`src/sv/imhtq_pkg.sv`:
```
// Shared types, codes and default sizes for the indexed min-heap timer queue.
// No dependencies; every other file of the block imports this package.
package imhtq_pkg;

    localparam int NUM_TIMERS_DEF    = 32;
    localparam int TIME_BITS_DEF     = 64;
    localparam int MAX_CALLBACKS_DEF = 255;

    localparam int ID_W       = 5;
    localparam int CMD_W      = 2;
    localparam int CNT_OUT_W  = 8;
    localparam int PORT_T_W   = 64;
    localparam int RESULT_CAP = 32;
    localparam int RIDX_W     = $clog2(RESULT_CAP);
    localparam int RCNT_W     = $clog2(RESULT_CAP + 1);

    typedef enum logic [CMD_W-1:0] {
        CMD_ENQ    = 2'd0,
        CMD_CANCEL = 2'd1,
        CMD_EXPIRE = 2'd2
    } t_cmd;

    typedef enum logic [4:0] {
        S_CLR, S_IDLE,
        S_ENQ0, S_ENQ1,
        S_CAN0, S_CAN1,
        S_TAKE0, S_TAKE1,
        S_UP0, S_UP1,
        S_DN0, S_DN1, S_DN2, S_DN3,
        S_XP0, S_XP1, S_XP2, S_XEND,
        S_FIN0, S_FIN1
    } t_state;

    typedef struct packed {
        logic                 item_valid;
        logic [ID_W-1:0]      fired_id;
        logic [CNT_OUT_W-1:0] callback_count;
        logic                 new_earliest;
        logic                 status;
    } t_rec;

    typedef struct packed {
        logic              go;
        logic [RIDX_W-1:0] lastk;
        logic              e_valid;
    } t_emit;

endpackage

```
`src/sv/imhtq_rbuf.sv`:
```
// Result buffer: holds the result records of one transaction and plays them out
// one per cycle with the final earliest fields. Depends on imhtq_pkg.
module imhtq_rbuf #(
    parameter int TIME_BITS = imhtq_pkg::TIME_BITS_DEF
) (
    input  logic                  i_clk,
    input  logic                  i_rst_n,
    input  logic                  i_we,
    input  logic [imhtq_pkg::RIDX_W-1:0] i_widx,
    input  imhtq_pkg::t_rec       i_rec,
    input  imhtq_pkg::t_emit      i_emit,
    input  logic [TIME_BITS-1:0]  i_edl,
    output logic                  o_busy,
    output logic                  o_strobe,
    output logic                  o_last,
    output imhtq_pkg::t_rec       o_rec,
    output logic                  o_evalid,
    output logic [TIME_BITS-1:0]  o_edl
);
    import imhtq_pkg::*;

    t_rec              r_mem [RESULT_CAP];
    t_rec              r_rd;
    logic              r_act;
    logic [RIDX_W-1:0] r_k;
    logic [RIDX_W-1:0] r_lastk;
    logic              r_sv;
    logic              r_sl;
    logic              r_ev;
    logic [TIME_BITS-1:0] r_edl;

    // Store records and read the current play-out slot
    always_ff @(posedge i_clk) begin
        if (i_we) begin
            r_mem[i_widx] <= i_rec;
        end
        r_rd <= r_mem[r_k];
    end

    // Sequence the play-out
    always_ff @(posedge i_clk) begin
        if (!i_rst_n) begin
            r_act <= 1'b0;
            r_sv  <= 1'b0;
            r_sl  <= 1'b0;
            r_k   <= '0;
        end else begin
            r_sv <= r_act;
            r_sl <= r_act && (r_k == r_lastk);
            if (i_emit.go) begin
                r_act   <= 1'b1;
                r_k     <= '0;
                r_lastk <= i_emit.lastk;
                r_ev    <= i_emit.e_valid;
                r_edl   <= i_edl;
            end else if (r_act) begin
                r_k <= r_k + 1'b1;
                if (r_k == r_lastk) begin
                    r_act <= 1'b0;
                end
            end
        end
    end

    assign o_busy   = r_act;
    assign o_strobe = r_sv;
    assign o_last   = r_sl;
    assign o_rec    = r_rd;
    assign o_evalid = r_ev;
    assign o_edl    = r_edl;

endmodule

```
`src/sv/imhtq_engine.sv`:
```
// Heap engine: heap, position and callback-count memories with the sequencer
// that inserts, removes and pops entries one memory access per step.
// Depends on imhtq_pkg.
module imhtq_engine #(
    parameter int NUM_TIMERS    = imhtq_pkg::NUM_TIMERS_DEF,
    parameter int TIME_BITS     = imhtq_pkg::TIME_BITS_DEF,
    parameter int MAX_CALLBACKS = imhtq_pkg::MAX_CALLBACKS_DEF
) (
    input  logic                         i_clk,
    input  logic                         i_rst_n,
    input  logic                         i_start,
    input  logic [imhtq_pkg::CMD_W-1:0]  i_cmd,
    input  logic [imhtq_pkg::ID_W-1:0]   i_timer_id,
    input  logic [TIME_BITS-1:0]         i_deadline,
    input  logic [TIME_BITS-1:0]         i_now,
    output logic                         o_idle,
    output logic                         o_rec_we,
    output logic [imhtq_pkg::RIDX_W-1:0] o_rec_idx,
    output imhtq_pkg::t_rec              o_rec,
    output imhtq_pkg::t_emit             o_emit,
    output logic [TIME_BITS-1:0]         o_edl
);
    import imhtq_pkg::*;

    localparam int IW = $clog2(NUM_TIMERS);
    localparam int SW = $clog2(NUM_TIMERS + 1);
    localparam int LW = IW + 2;
    localparam int CW = $clog2(MAX_CALLBACKS + 1);

    // Memories
    logic [TIME_BITS-1:0] r_hdl  [NUM_TIMERS];
    logic [ID_W-1:0]      r_hown [NUM_TIMERS];
    logic [IW-1:0]        r_pos  [NUM_TIMERS];
    logic [CW-1:0]        r_cnt  [NUM_TIMERS];

    logic [TIME_BITS-1:0] h_rd_dl;
    logic [ID_W-1:0]      h_rd_own;
    logic [IW-1:0]        p_rd;
    logic [CW-1:0]        c_rd;

    logic                 h_we, p_we, c_we;
    logic [IW-1:0]        h_ra, h_wa, p_ra, p_wa, c_ra, c_wa;
    logic [TIME_BITS-1:0] h_wdl;
    logic [ID_W-1:0]      h_wown;
    logic [IW-1:0]        p_wd;
    logic [CW-1:0]        c_wd;

    // Control and working registers
    t_state               r_st, n_st;
    t_cmd                 r_cmd, n_cmd;
    logic [ID_W-1:0]      r_id, n_id;
    logic [TIME_BITS-1:0] r_dl, n_dl;
    logic [TIME_BITS-1:0] r_now, n_now;
    logic [SW-1:0]        r_size, n_size;
    logic [IW-1:0]        r_i, n_i;
    logic [IW-1:0]        r_l, n_l;
    logic [IW-1:0]        r_cidx, n_cidx;
    logic [TIME_BITS-1:0] r_mdl, n_mdl;
    logic [ID_W-1:0]      r_mown, n_mown;
    logic [TIME_BITS-1:0] r_cdl, n_cdl;
    logic [ID_W-1:0]      r_cown, n_cown;
    logic                 r_tk, n_tk;
    logic [RCNT_W-1:0]    r_n, n_n;
    logic [IW-1:0]        r_clr, n_clr;

    logic                 ok_id;
    logic [IW-1:0]        hid;
    logic [IW-1:0]        parent;
    logic [IW-1:0]        lastidx;
    logic [LW-1:0]        left, size_x;
    t_state               post_st;

    // Heap memory: deadline and owner share one address
    always_ff @(posedge i_clk) begin
        if (h_we) begin
            r_hdl[h_wa]  <= h_wdl;
            r_hown[h_wa] <= h_wown;
        end
        h_rd_dl  <= r_hdl[h_ra];
        h_rd_own <= r_hown[h_ra];
    end

    // Position memory
    always_ff @(posedge i_clk) begin
        if (p_we) begin
            r_pos[p_wa] <= p_wd;
        end
        p_rd <= r_pos[p_ra];
    end

    // Callback-count memory
    always_ff @(posedge i_clk) begin
        if (c_we) begin
            r_cnt[c_wa] <= c_wd;
        end
        c_rd <= r_cnt[c_ra];
    end

    always_ff @(posedge i_clk) begin
        if (!i_rst_n) begin
            r_st   <= S_CLR;
            r_clr  <= '0;
            r_size <= '0;
            r_n    <= '0;
            r_tk   <= 1'b0;
        end else begin
            r_st   <= n_st;
            r_clr  <= n_clr;
            r_size <= n_size;
            r_n    <= n_n;
            r_tk   <= n_tk;
        end
    end

    always_ff @(posedge i_clk) begin
        r_cmd  <= n_cmd;
        r_id   <= n_id;
        r_dl   <= n_dl;
        r_now  <= n_now;
        r_i    <= n_i;
        r_l    <= n_l;
        r_cidx <= n_cidx;
        r_mdl  <= n_mdl;
        r_mown <= n_mown;
        r_cdl  <= n_cdl;
        r_cown <= n_cown;
    end

    assign ok_id   = 32'(r_id) < 32'(NUM_TIMERS);
    assign hid     = IW'(r_id);
    assign parent  = IW'((r_i - 1'b1) >> 1);
    assign lastidx = IW'(r_size - 1'b1);
    assign left    = (LW'(r_i) << 1) + LW'(1);
    assign size_x  = LW'(r_size);
    assign post_st = (r_cmd == CMD_EXPIRE) ? S_XP0 : S_FIN0;

    // Sequence one transaction
    always_comb begin
        n_st = r_st;   n_cmd = r_cmd;   n_id = r_id;     n_dl = r_dl;
        n_now = r_now; n_size = r_size; n_i = r_i;       n_l = r_l;
        n_cidx = r_cidx; n_mdl = r_mdl; n_mown = r_mown; n_cdl = r_cdl;
        n_cown = r_cown; n_tk = r_tk;   n_n = r_n;       n_clr = r_clr;
        h_we = 1'b0; h_wa = r_i; h_wdl = r_mdl; h_wown = r_mown; h_ra = '0;
        p_we = 1'b0; p_wa = IW'(r_mown); p_wd = r_i; p_ra = hid;
        c_we = 1'b0; c_wa = hid; c_wd = '0; c_ra = hid;
        o_rec_we = 1'b0;
        o_rec    = '0;
        o_emit   = '0;
        unique case (r_st)
            S_CLR: begin
                c_we  = 1'b1;
                c_wa  = r_clr;
                n_clr = r_clr + 1'b1;
                if (32'(r_clr) == 32'(NUM_TIMERS - 1)) begin
                    n_st = S_IDLE;
                end
            end
            S_IDLE: begin
                if (i_start) begin
                    n_cmd = t_cmd'(i_cmd);
                    n_id  = i_timer_id;
                    n_dl  = i_deadline;
                    n_now = i_now;
                    n_n   = '0;
                    priority case (t_cmd'(i_cmd))
                        CMD_ENQ:    n_st = S_ENQ0;
                        CMD_CANCEL: n_st = S_CAN0;
                        CMD_EXPIRE: n_st = S_XP0;
                        default:    n_st = S_XEND;
                    endcase
                end
            end
            S_ENQ0: begin
                if (ok_id) begin
                    n_st = S_ENQ1;
                end else begin
                    o_rec_we = 1'b1;
                    n_n  = r_n + 1'b1;
                    n_st = S_FIN0;
                end
            end
            S_ENQ1: begin
                if (c_rd == '0) begin
                    // insert at the tail and sift up
                    n_mdl  = r_dl;
                    n_mown = r_id;
                    n_i    = IW'(r_size);
                    n_size = r_size + 1'b1;
                    n_tk   = 1'b0;
                    n_st   = S_UP0;
                end else begin
                    o_rec_we = 1'b1;
                    n_n  = r_n + 1'b1;
                    n_st = S_FIN0;
                    if (c_rd < CW'(MAX_CALLBACKS)) begin
                        c_we = 1'b1;
                        c_wd = c_rd + 1'b1;
                    end else begin
                        o_rec.status = 1'b1;
                    end
                end
            end
            S_CAN0: begin
                if (ok_id) begin
                    n_st = S_CAN1;
                end else begin
                    o_rec.fired_id = r_id;
                    o_rec_we = 1'b1;
                    n_n  = r_n + 1'b1;
                    n_st = S_FIN0;
                end
            end
            S_CAN1: begin
                o_rec.fired_id = r_id;
                o_rec_we = 1'b1;
                n_n = r_n + 1'b1;
                if (c_rd == '0) begin
                    n_st = S_FIN0;
                end else begin
                    o_rec.item_valid     = 1'b1;
                    o_rec.callback_count = CNT_OUT_W'(c_rd);
                    c_we = 1'b1;
                    n_i  = p_rd;
                    n_st = S_TAKE0;
                end
            end
            S_TAKE0: begin
                // remove entry r_i; refill the hole from the tail
                h_ra   = lastidx;
                n_size = r_size - 1'b1;
                n_st   = (r_i == lastidx) ? post_st : S_TAKE1;
            end
            S_TAKE1: begin
                n_mdl  = h_rd_dl;
                n_mown = h_rd_own;
                n_tk   = 1'b1;
                n_st   = S_UP0;
            end
            S_UP0: begin
                h_ra = parent;
                if (r_i != '0) begin
                    n_st = S_UP1;
                end else if (r_tk) begin
                    n_tk = 1'b0;
                    n_st = S_DN0;
                end else begin
                    h_we = 1'b1;
                    p_we = 1'b1;
                    n_st = post_st;
                end
            end
            S_UP1: begin
                if (r_mdl < h_rd_dl) begin
                    // move the parent down into the hole
                    h_we   = 1'b1;
                    h_wdl  = h_rd_dl;
                    h_wown = h_rd_own;
                    p_we   = 1'b1;
                    p_wa   = IW'(h_rd_own);
                    n_i    = parent;
                    n_tk   = 1'b0;
                    n_st   = S_UP0;
                end else if (r_tk) begin
                    n_tk = 1'b0;
                    n_st = S_DN0;
                end else begin
                    h_we = 1'b1;
                    p_we = 1'b1;
                    n_st = post_st;
                end
            end
            S_DN0: begin
                h_ra = IW'(left);
                n_l  = IW'(left);
                if (left < size_x) begin
                    n_st = S_DN1;
                end else begin
                    h_we = 1'b1;
                    p_we = 1'b1;
                    n_st = post_st;
                end
            end
            S_DN1: begin
                n_cdl  = h_rd_dl;
                n_cown = h_rd_own;
                n_cidx = r_l;
                h_ra   = r_l + 1'b1;
                n_st   = ((LW'(r_l) + LW'(1)) < size_x) ? S_DN2 : S_DN3;
            end
            S_DN2: begin
                if (!(r_cdl < h_rd_dl)) begin
                    n_cdl  = h_rd_dl;
                    n_cown = h_rd_own;
                    n_cidx = r_l + 1'b1;
                end
                n_st = S_DN3;
            end
            S_DN3: begin
                if (r_mdl < r_cdl) begin
                    h_we = 1'b1;
                    p_we = 1'b1;
                    n_st = post_st;
                end else begin
                    // move the child up into the hole
                    h_we   = 1'b1;
                    h_wdl  = r_cdl;
                    h_wown = r_cown;
                    p_we   = 1'b1;
                    p_wa   = IW'(r_cown);
                    n_i    = r_cidx;
                    n_st   = S_DN0;
                end
            end
            S_XP0: begin
                h_ra = '0;
                n_st = (r_size == '0 || r_n == RCNT_W'(RESULT_CAP)) ? S_XEND : S_XP1;
            end
            S_XP1: begin
                n_mown = h_rd_own;
                c_ra   = IW'(h_rd_own);
                n_st   = (h_rd_dl > r_now) ? S_XEND : S_XP2;
            end
            S_XP2: begin
                o_rec.item_valid     = 1'b1;
                o_rec.fired_id       = r_mown;
                o_rec.callback_count = CNT_OUT_W'(c_rd);
                o_rec_we = 1'b1;
                n_n  = r_n + 1'b1;
                c_we = 1'b1;
                c_wa = IW'(r_mown);
                n_i  = '0;
                n_st = S_TAKE0;
            end
            S_XEND: begin
                if (r_n == '0) begin
                    o_rec_we = 1'b1;
                    n_n = r_n + 1'b1;
                end
                n_st = S_FIN0;
            end
            S_FIN0: begin
                h_ra = '0;
                n_st = S_FIN1;
            end
            S_FIN1: begin
                o_emit.go      = 1'b1;
                o_emit.lastk   = RIDX_W'(r_n - 1'b1);
                o_emit.e_valid = (r_size != '0);
                n_st = S_IDLE;
            end
            default: n_st = S_IDLE;
        endcase
        // a newly inserted handle gets its first callback once placed
        if (h_we && p_we && (r_cmd == CMD_ENQ) && (p_wa == IW'(r_mown))
                && (r_st != S_UP1 || !(r_mdl < h_rd_dl))
                && (r_st != S_DN3 || (r_mdl < r_cdl))) begin
            c_we = 1'b1;
            c_wa = hid;
            c_wd = CW'(1);
            o_rec_we = 1'b1;
            o_rec.new_earliest = (r_i == '0);
            n_n = r_n + 1'b1;
        end
    end

    assign o_idle    = (r_st == S_IDLE);
    assign o_rec_idx = RIDX_W'(r_n);
    assign o_edl     = (r_size != '0) ? h_rd_dl : '0;

endmodule

```
`src/sv/indexed_min_heap_timer_queue.sv`:
```
// Top level of the indexed min-heap timer queue: engine plus result buffer.
// Depends on imhtq_pkg, imhtq_engine and imhtq_rbuf.
//
// A command is taken when start is high and busy is low. Every command returns
// one or more results, each shown for exactly one cycle with o_strobe high; the
// receiver cannot stall them, and o_last marks the final result of a command.
// All results of a command carry the earliest deadline left after the whole
// command. The time for enqueue and cancel grows with the number of heap levels
// an entry moves (up to log2 NUM_TIMERS): the heap memory gives one read per
// cycle, so a sift-up level costs a read and a compare, and a sift-down level
// two reads, a compare and a write-back. Expire takes out the popped timers like
// cancel, up to 32 pops. Results play out at one per cycle after the heap work
// ends. After reset the block clears its callback counts, busy high.
module indexed_min_heap_timer_queue #(
    parameter int NUM_TIMERS    = imhtq_pkg::NUM_TIMERS_DEF,
    parameter int TIME_BITS     = imhtq_pkg::TIME_BITS_DEF,
    parameter int MAX_CALLBACKS = imhtq_pkg::MAX_CALLBACKS_DEF
) (
    input  logic                                i_clk,
    input  logic                                i_rst_n,
    input  logic                                start,
    output logic                                busy,
    input  logic [imhtq_pkg::CMD_W-1:0]         i_cmd,
    input  logic [imhtq_pkg::ID_W-1:0]          i_timer_id,
    input  logic [imhtq_pkg::PORT_T_W-1:0]      i_deadline,
    input  logic [imhtq_pkg::PORT_T_W-1:0]      i_now,
    output logic                                o_strobe,
    output logic                                o_item_valid,
    output logic [imhtq_pkg::ID_W-1:0]          o_fired_id,
    output logic [imhtq_pkg::CNT_OUT_W-1:0]     o_callback_count,
    output logic                                o_new_earliest,
    output logic                                o_earliest_valid,
    output logic [imhtq_pkg::PORT_T_W-1:0]      o_earliest_deadline,
    output logic                                o_status,
    output logic                                o_last
);
    import imhtq_pkg::*;

    logic                 eng_idle;
    logic                 rb_busy;
    logic                 rec_we;
    logic [RIDX_W-1:0]    rec_idx;
    t_rec                 rec;
    t_rec                 out_rec;
    t_emit                emit;
    logic [TIME_BITS-1:0] edl;
    logic [TIME_BITS-1:0] out_edl;

    // Accept a transaction only when both parts are free
    assign busy = !eng_idle || rb_busy;

    imhtq_engine #(
        .NUM_TIMERS    (NUM_TIMERS),
        .TIME_BITS     (TIME_BITS),
        .MAX_CALLBACKS (MAX_CALLBACKS)
    ) u_engine (
        .i_clk      (i_clk),
        .i_rst_n    (i_rst_n),
        .i_start    (start && !busy),
        .i_cmd      (i_cmd),
        .i_timer_id (i_timer_id),
        .i_deadline (i_deadline[TIME_BITS-1:0]),
        .i_now      (i_now[TIME_BITS-1:0]),
        .o_idle     (eng_idle),
        .o_rec_we   (rec_we),
        .o_rec_idx  (rec_idx),
        .o_rec      (rec),
        .o_emit     (emit),
        .o_edl      (edl)
    );

    imhtq_rbuf #(
        .TIME_BITS (TIME_BITS)
    ) u_rbuf (
        .i_clk    (i_clk),
        .i_rst_n  (i_rst_n),
        .i_we     (rec_we),
        .i_widx   (rec_idx),
        .i_rec    (rec),
        .i_emit   (emit),
        .i_edl    (edl),
        .o_busy   (rb_busy),
        .o_strobe (o_strobe),
        .o_last   (o_last),
        .o_rec    (out_rec),
        .o_evalid (o_earliest_valid),
        .o_edl    (out_edl)
    );

    assign o_item_valid        = out_rec.item_valid;
    assign o_fired_id          = out_rec.fired_id;
    assign o_callback_count    = out_rec.callback_count;
    assign o_new_earliest      = out_rec.new_earliest;
    assign o_status            = out_rec.status;
    assign o_earliest_deadline = PORT_T_W'(out_edl);

endmodule

```
`config.mk`:
```
export PLATFORM = sky130hd
export DESIGN_NAME = indexed_min_heap_timer_queue
export DESIGN_NICKNAME = d
export VERILOG_FILES = /design/src/sv/imhtq_pkg.sv /design/src/sv/imhtq_rbuf.sv /design/src/sv/imhtq_engine.sv /design/src/sv/indexed_min_heap_timer_queue.sv
export SDC_FILE = /design/constraint.sdc
export NUM_CORES = 2
export LEC_CHECK = 0
export BUFFER_PORTS_ARGS = -buffer_cell sky130_fd_sc_hd__buf_2
export CORE_MARGIN = 5
export CORE_UTILIZATION = 59
export CTS_BUF_LIST = sky130_fd_sc_hd__clkbuf_8
export DETAILED_ROUTE_END_ITERATION = 8
export MAX_ROUTING_LAYER = met4
export PLACE_DENSITY = 0.75
export RECOVER_POWER = 25
export SYNTH_ARGS = -nofsm -noshare
export SYNTH_HDL_FRONTEND = slang
export SYNTH_SLANG_ARGS = --single-unit
```
`constraint.sdc`:
```
create_clock -name i_clk -period 8.35 [get_ports i_clk]
set_input_delay 0.835 -clock i_clk [delete_from_list [all_inputs] [get_ports i_clk]]
set_output_delay 0.835 -clock i_clk [all_outputs]
set_load 0.02 [all_outputs]
```
Word level (Yosys, flattened, before mapping)
Memory sizes are Yosys's and may differ from the RTL's. A register that Yosys moved wholly into a read port is not among the register bits. Cells that the tools add are included.

Output and inout port bits: 84. Memories kept: 5. Flip-flop bits (word level): 389. Bits in writable memories: 3136. Input port bits: 138. Logic and storage cells: 216.

Memory list: u_engine.r_hdl (depth 32, width 64, read ports 1, clocked after memory_dff 1, write ports 1, RTL line imhtq_engine.sv:31) `logic [TIME_BITS-1:0] r_hdl [NUM_TIMERS];`; u_rbuf.r_mem (depth 32, width 16, read ports 1, clocked after memory_dff 1, write ports 1, RTL line imhtq_rbuf.sv:22) `t_rec r_mem [RESULT_CAP];`; u_engine.r_cnt (depth 32, width 8, read ports 1, clocked after memory_dff 1, write ports 1, RTL line imhtq_engine.sv:34) `logic [CW-1:0] r_cnt [NUM_TIMERS];`; u_engine.r_hown (depth 32, width 5, read ports 1, clocked after memory_dff 1, write ports 1, RTL line imhtq_engine.sv:32) `logic [ID_W-1:0] r_hown [NUM_TIMERS];`; u_engine.r_pos (depth 32, width 5, read ports 1, clocked after memory_dff 1, write ports 1, RTL line imhtq_engine.sv:33) `logic [IW-1:0] r_pos [NUM_TIMERS];`.

Bitwise gates (word level): 1. Multiplexer cells: 86. Eq/ne operators: 40. Add/sub/neg operators: 11. Reduce and logical (&&, ||, !) cells: 43. Magnitude comparators: 7.

Operators with widths (number): 64-bit one-hot mux with 2 select lines (3); 64-bit two-way mux (4); 64-bit less-than comparator (3); 5-bit two-way mux (23); 5-bit one-hot mux with 19 select lines (1); 64-bit > comparator (1); 5-bit one-hot mux with 2 select lines (6); 5-bit by 4-bit equality test with 1-bit output (second input constant) (8); 8-bit two-way mux (5); 6-bit two-way mux (5); 1-bit two-way mux (27); 5-bit equality test (second input constant) (5); 5-bit one-hot mux with 5 select lines (1); 6-bit one-hot mux with 4 select lines (1); 5-bit by 3-bit equality test with 1-bit output (second input constant) (4); 5-bit one-hot mux with 4 select lines (1); 8-bit one-hot mux with 2 select lines (1); 5-bit by 1-bit adder with 5-bit output (second input constant) (3); 5-bit equality test (3); 5-bit one-hot mux with 3 select lines (1); 5-bit nonzero test (3); 7-bit by 6-bit less-than comparator with 1-bit output (2); 2-bit AND reduction (7); 6-bit by 1-bit adder with 6-bit output (second input constant) (2); 36 further kinds (68).

Logic depth before layout (Yosys ltp)
Depth in word-level cells: 11. Depth in mapped cells: 14. Gate-level depth less buffers: 13.

Modules after synthesis
From an unflattened synthesis, not the netlist that was laid out.

Cells, all modules: 8230. Area, all modules: 145893.7 µm².

By module, submodules not included: imhtq_engine (sequential area each 89515.9 µm², area an instance 122896.6 µm², cells an instance 6977, times used 1); imhtq_rbuf (sequential area each 17957.2 µm², area an instance 22982.0 µm², cells an instance 1251, times used 1); indexed_min_heap_timer_queue (sequential area each 0.0 µm², area an instance 15.0 µm², cells an instance 2, times used 1).

Least setup slack after synthesis
No wires, ideal clock.

Path type: flip-flop to flip-flop. Start point: register u_engine.r_st[1]. End point: register u_engine.r_mdl[0], enable pin. Data required time: 7.772 ns. Setup time: 0.578 ns. Setup slack: 2.111 ns. Stages on the path, launching flop included: 5. Data arrival time: 5.662 ns. Clock period less this slack: 6.239 ns. Cells stage by stage: dfxtp_1 buf_2 buf_1 nand3_1 o21ai_0.

Cells in the longest elaborated chain, start to end: 3.

Ends and longest elaborated chain: start, declared (RTL line imhtq_engine.sv:49) `t_state r_st, n_st;`; start signal, assigned (RTL line imhtq_engine.sv:107) `r_st <= n_st;`; 5-bit by 2-bit equality test with 1-bit output / 5-bit by 3-bit equality test with 1-bit output (equally long branches) (RTL line imhtq_engine.sv:149) `unique case (r_st)`; 2-bit by 1-bit inequality test with 1-bit output (no line) / 2-bit nonzero test (equally long branches); 2-bit AND reduction (no line) (*); end signal, assigned (RTL line imhtq_engine.sv:123) `r_mdl <= n_mdl;`; end, declared (RTL line imhtq_engine.sv:58) `logic [TIME_BITS-1:0] r_mdl, n_mdl;`.

Mark *: on every way between the ends. The rest lies on a longest branch, timed or not. A chain may end at the register's enable or synchronous reset.

Worst setup path after layout
Start point: register u_engine.r_cdl[1]. End point: memory u_engine.r_hdl[13][30] in the netlist's numbering (data pin).

Cells in the longest elaborated chain, start to end: 3.

Ends and longest elaborated chain: start, declared (RTL line imhtq_engine.sv:60) `logic [TIME_BITS-1:0] r_cdl, n_cdl;`; start signal, assigned (RTL line imhtq_engine.sv:125) `r_cdl <= n_cdl;`; 64-bit less-than comparator (RTL line imhtq_engine.sv:299) `if (r_mdl < r_cdl) begin`; 64-bit two-way mux (RTL line imhtq_engine.sv:299); 64-bit one-hot mux with 2 select lines (RTL line imhtq_engine.sv:149); named net u_engine.h_wdl[30] (RTL line imhtq_engine.sv:43) `logic [TIME_BITS-1:0] h_wdl;`; end, declared (RTL line imhtq_engine.sv:31).

The timed path passes the listed nets, and every way through them passes these cells.

==> out/qor.yml <==
ys.flop_type: "edfxtp_1"
viasPerCell: 6.49
grt_max_degree: 116
htree_levels: 6
ys_warn_count: 0
routed_wl_um: 383000
path_cells: "inv_1 -> ha_1 -> a2111oi_2 -> o31a_1 -> o211ai_1 -> a31oi_1 -> o21ai_4 -> a22oi_1 -> buf_4 -> buf_4 -> a221o_1"
cp.buffers_inverters: 3
slew_violations: 1360
clk_latency_ns: 1.10
start_util: 0.592
reg2reg_depth: 11
rsz0062_at_grt: "no"
drtIter0Drc: 11000
timing.rr.start: "u_engine.r_cdl[1]"
power_frac_seq: 0.581
avgRoutedWirePerCell_um: 30.5
powerDensity_mw_per_mm2: 208
max_slew.worst_pin.slew_ns: 3.79
netlist_area_mm2: 0.145
grt_pass1_wl_um: 553000
crit_path_end_kind: "register"
die_w_um: 506
p_int_mw: 26.9
yosys.area.top_type: "edfxtp_1"
dr.pass1.iters: 8
antenna_left: 0
grt_pass1_vias: 82200
cts_setup_buffers: 0
p_sw_frac: 0.205
hold_depth: 1
cp_data_required_time_ns: 9.00
p_comb_frac: 0.004
io_pins: 222
critical_path_arrival_ns: 7.90
yosys.area.top_type_share: 0.722
layout.nets: 9229
cp_slowest_cell: "a221o_1"
synth_area_leaders: "edfxtp_1, mux4_2, nand2_1, ha_1, dfxtp_1"
setup_viol: 0
reg2reg_to: "u_engine.r_hdl[13][30]"
max_stage_delay_ns: 1.17
dp.cells: 11300
clk_transition_reported_paths_ns: 0.06
cts_buffer_depth: 4
worstHoldEndpoint: "u_engine.r_dl[54]"
synth-edff-count: 3493
worst_path_dominant_cell_family: "compound AO/OA/AOI/OAI gates"
antenna_found_initial: 35
cts_inserted_buffers: 585
synthCells: 8085
cts_tree: "done"
synth_cell_types: 87
drc_errors: 0
fin_cells: 12600
leakage_nw: 53.9
finalSetupTns_ns: 0
min_path_type: "input pin to register"
finalCriticalPeriod_ns: 7.26
power.switching_mw: 6.94
holdWs_ns: 0.202
fp.dieArea_mm2: 0.256
syn_nets: 8505
nFillCells: 15900
cts_root_buf: "clkbuf_8"
syn_to_final_growth_pct: 11.9
period_share: 0.869
hp-start: "i_deadline[54]"
rows: 182
ctsResizeCount: 0
cp_common_cell: "buf_4"
start_kind: "register"
clock-sinks: 3622
path_max_fanout: 40
overflow: 0
ys_async_sr_fraction: 0
grt_use_total: 0.305
via_count: 81500
reg2reg_slack_ns: 1.09
clock.fmax_mhz: 138
ys_seq_area_frac: 0.740
fp.dieH_um: 506
critPathKind: "register to register"
ir_worst_vdd_mv: 0.169
synth_seq_cells: 3622
clock_skew_ns: 0.103
violations: "max-capacitance violations, max-slew violations"
drive_gt1_frac: 0.205
hpwl_um: 224000
cap_violations: 38
final_hold_viol_count: 0
clkPwrFrac: 0.416
slew-limit-headroom: -1.53
postSynthAreaPerCell_um2: 18.0
core_mm2: 0.245
status: "finished, violations left"
portBuffers: 221
gp_congestion: 0.884
metal layers:
layer	up-vias	global-route usage	wire (um)
met2	5382	0.464	184000
li1	33700	-	-
met5	-	-	0
met3	875	0.0710	41800
met4	0	0.151	20600
met1	41500	0.392	137000
synth_stat cells, drive strengths merged, types with 4 or more instances:
cell type / instances
or3: 14
or3b: 4
dfxtp: 129
a211o: 4
o21a: 7
a211oi: 13
nand3b: 7
mux2: 90
and3: 91
nand4: 50
a22oi: 11
a311oi: 87
o21ai: 79
a221oi: 8
nand3: 431
o311ai: 7
xnor2: 24
a31oi: 10
a221o: 69
edfxtp: 3493
mux2i: 64
nand2b: 12
and2: 6
xor2: 18
ha: 282
nor2: 295
a21oi: 108
a22o: 6
o211ai: 15
clkbuf: 174
nor4: 14
nand2: 1023
nor2b: 18
a21o: 69
inv: 220
mux4: 727
o31ai: 35
nor3: 95
buf: 236
per-stage QoR:
stage	total power [mW]	instance area, um^2	setup slack [ns]	utilization
5_1_grt	34.9	163000	0.904	0.663
6_report	33.8	163000	1.09	0.663
3_3_place_gp	20.1	151000	2.09	0.615
3_5_place_dp	20.1	151000	2.04	0.615
4_1_cts	34.0	163000	1.98	0.663
2_1_floorplan	20.0	145000	2.11	-
what timing repair did:
item                                   in CTS  in global routing
hold buffers                              129                  0
setup endpoints to repair                   0                  0
endpoints found under the hold margin     129                  0
power groups by stage:
| stage | Combinational, mW | Clock, mW | Sequential, mW |
|---|---|---|---|
| 2_1_floorplan | 0.0235 | 0 | 20.0 |
| 3_5_place_dp | 0.0751 | 0 | 20.0 |
| 5_1_grt | 0.134 | 15.1 | 19.6 |
| 3_3_place_gp | 0.0731 | 0 | 20.0 |
| 4_1_cts | 0.124 | 14.2 | 19.6 |
| 6_report | 0.126 | 14.1 | 19.6 |
worst max-delay path by stage:
stage	slack, ns	end	cells after the start	start
floorplan	2.11	u_engine.r_mdl[0]	4	u_engine.r_st[1]
global placement	2.09	u_engine.r_hdl[16][47]	12	u_engine.h_rd_dl[30]
detailed placement	2.04	u_engine.r_hdl[16][34]	12	u_engine.h_rd_dl[30]
CTS	1.98	u_engine.r_hdl[16][39]	12	u_engine.h_rd_dl[30]
global route	0.90	u_engine.r_hdl[5][30]	11	u_engine.r_cdl[1]
finish	1.09	u_engine.r_hdl[13][30]	11	u_engine.r_cdl[1]
placed cells by master (no fill, tap or decap), types with 97 or more instances in the layout:
master,instances
edfxtp_1,3493
nand2_1,1020
mux4_2,727
clkbuf_8,615
nand3_1,430
inv_1,414
ha_1,282
nor2_1,256
clkbuf_1,142
dlygate4sd3_1,129
buf_4,126
dfxtp_1,126
buf_2,119
diode_2,107
a21oi_1,106
clkinv_1,97
flip-flops by register name, indices dropped and copies added, names as in the netlist, 6 cells and up:
signal and cells:
u_engine.r_now 64, u_engine.r_n 6, u_engine.c_rd 8, u_engine.r_dl 64
u_engine.r_cnt 256, u_rbuf.r_mem 512, u_engine.r_hown 160, u_engine.r_hdl 2048
u_rbuf.o_edl 64, u_engine.r_mdl 64, u_rbuf.o_rec 16, u_engine.r_size 6
u_engine.r_cdl 64, u_engine.h_rd_dl 64, u_engine.r_pos 160
cells by family after synthesis:
kind of cell,after synthesis,synth area share
flip-flops,3622,0.740
XOR/XNOR,42,0.00253
buffers and inverters,631,0.0181
AND/OR/NAND/NOR,2071,0.0627
AO/OA/AOI/OAI,556,0.0288
multiplexers,881,0.124
adder cells (fa/ha/maj),282,0.0243
worst reg2reg max path: stages, from the launching register on:
cell	delay, ns
edfxtp_1	0.39
inv_1	0.06
ha_1	0.29
a2111oi_2	0.41
o31a_1	0.44
o211ai_1	0.68
a31oi_1	1.13
o21ai_4	0.21
a22oi_1	0.61
buf_4	0.65
buf_4	0.77
a221o_1	1.22
area by class of cell:
class / count / area [um^2] / share of cell area
Tap cell: 3220 / 4030 / 0.0248
Inverter: 221 / 837 / 0.00515
Multi-Input combinational cell: 3832 / 35600 / 0.219
Clock inverter: 397 / 2070 / 0.0127
Sequential cell: 3622 / 107000 / 0.661
Clock buffer: 615 / 8460 / 0.0520
Antenna cell: 107 / 268 / 0.00165
Timing Repair Buffer: 547 / 3910 / 0.0240
(Power assumes the default switching activity.)
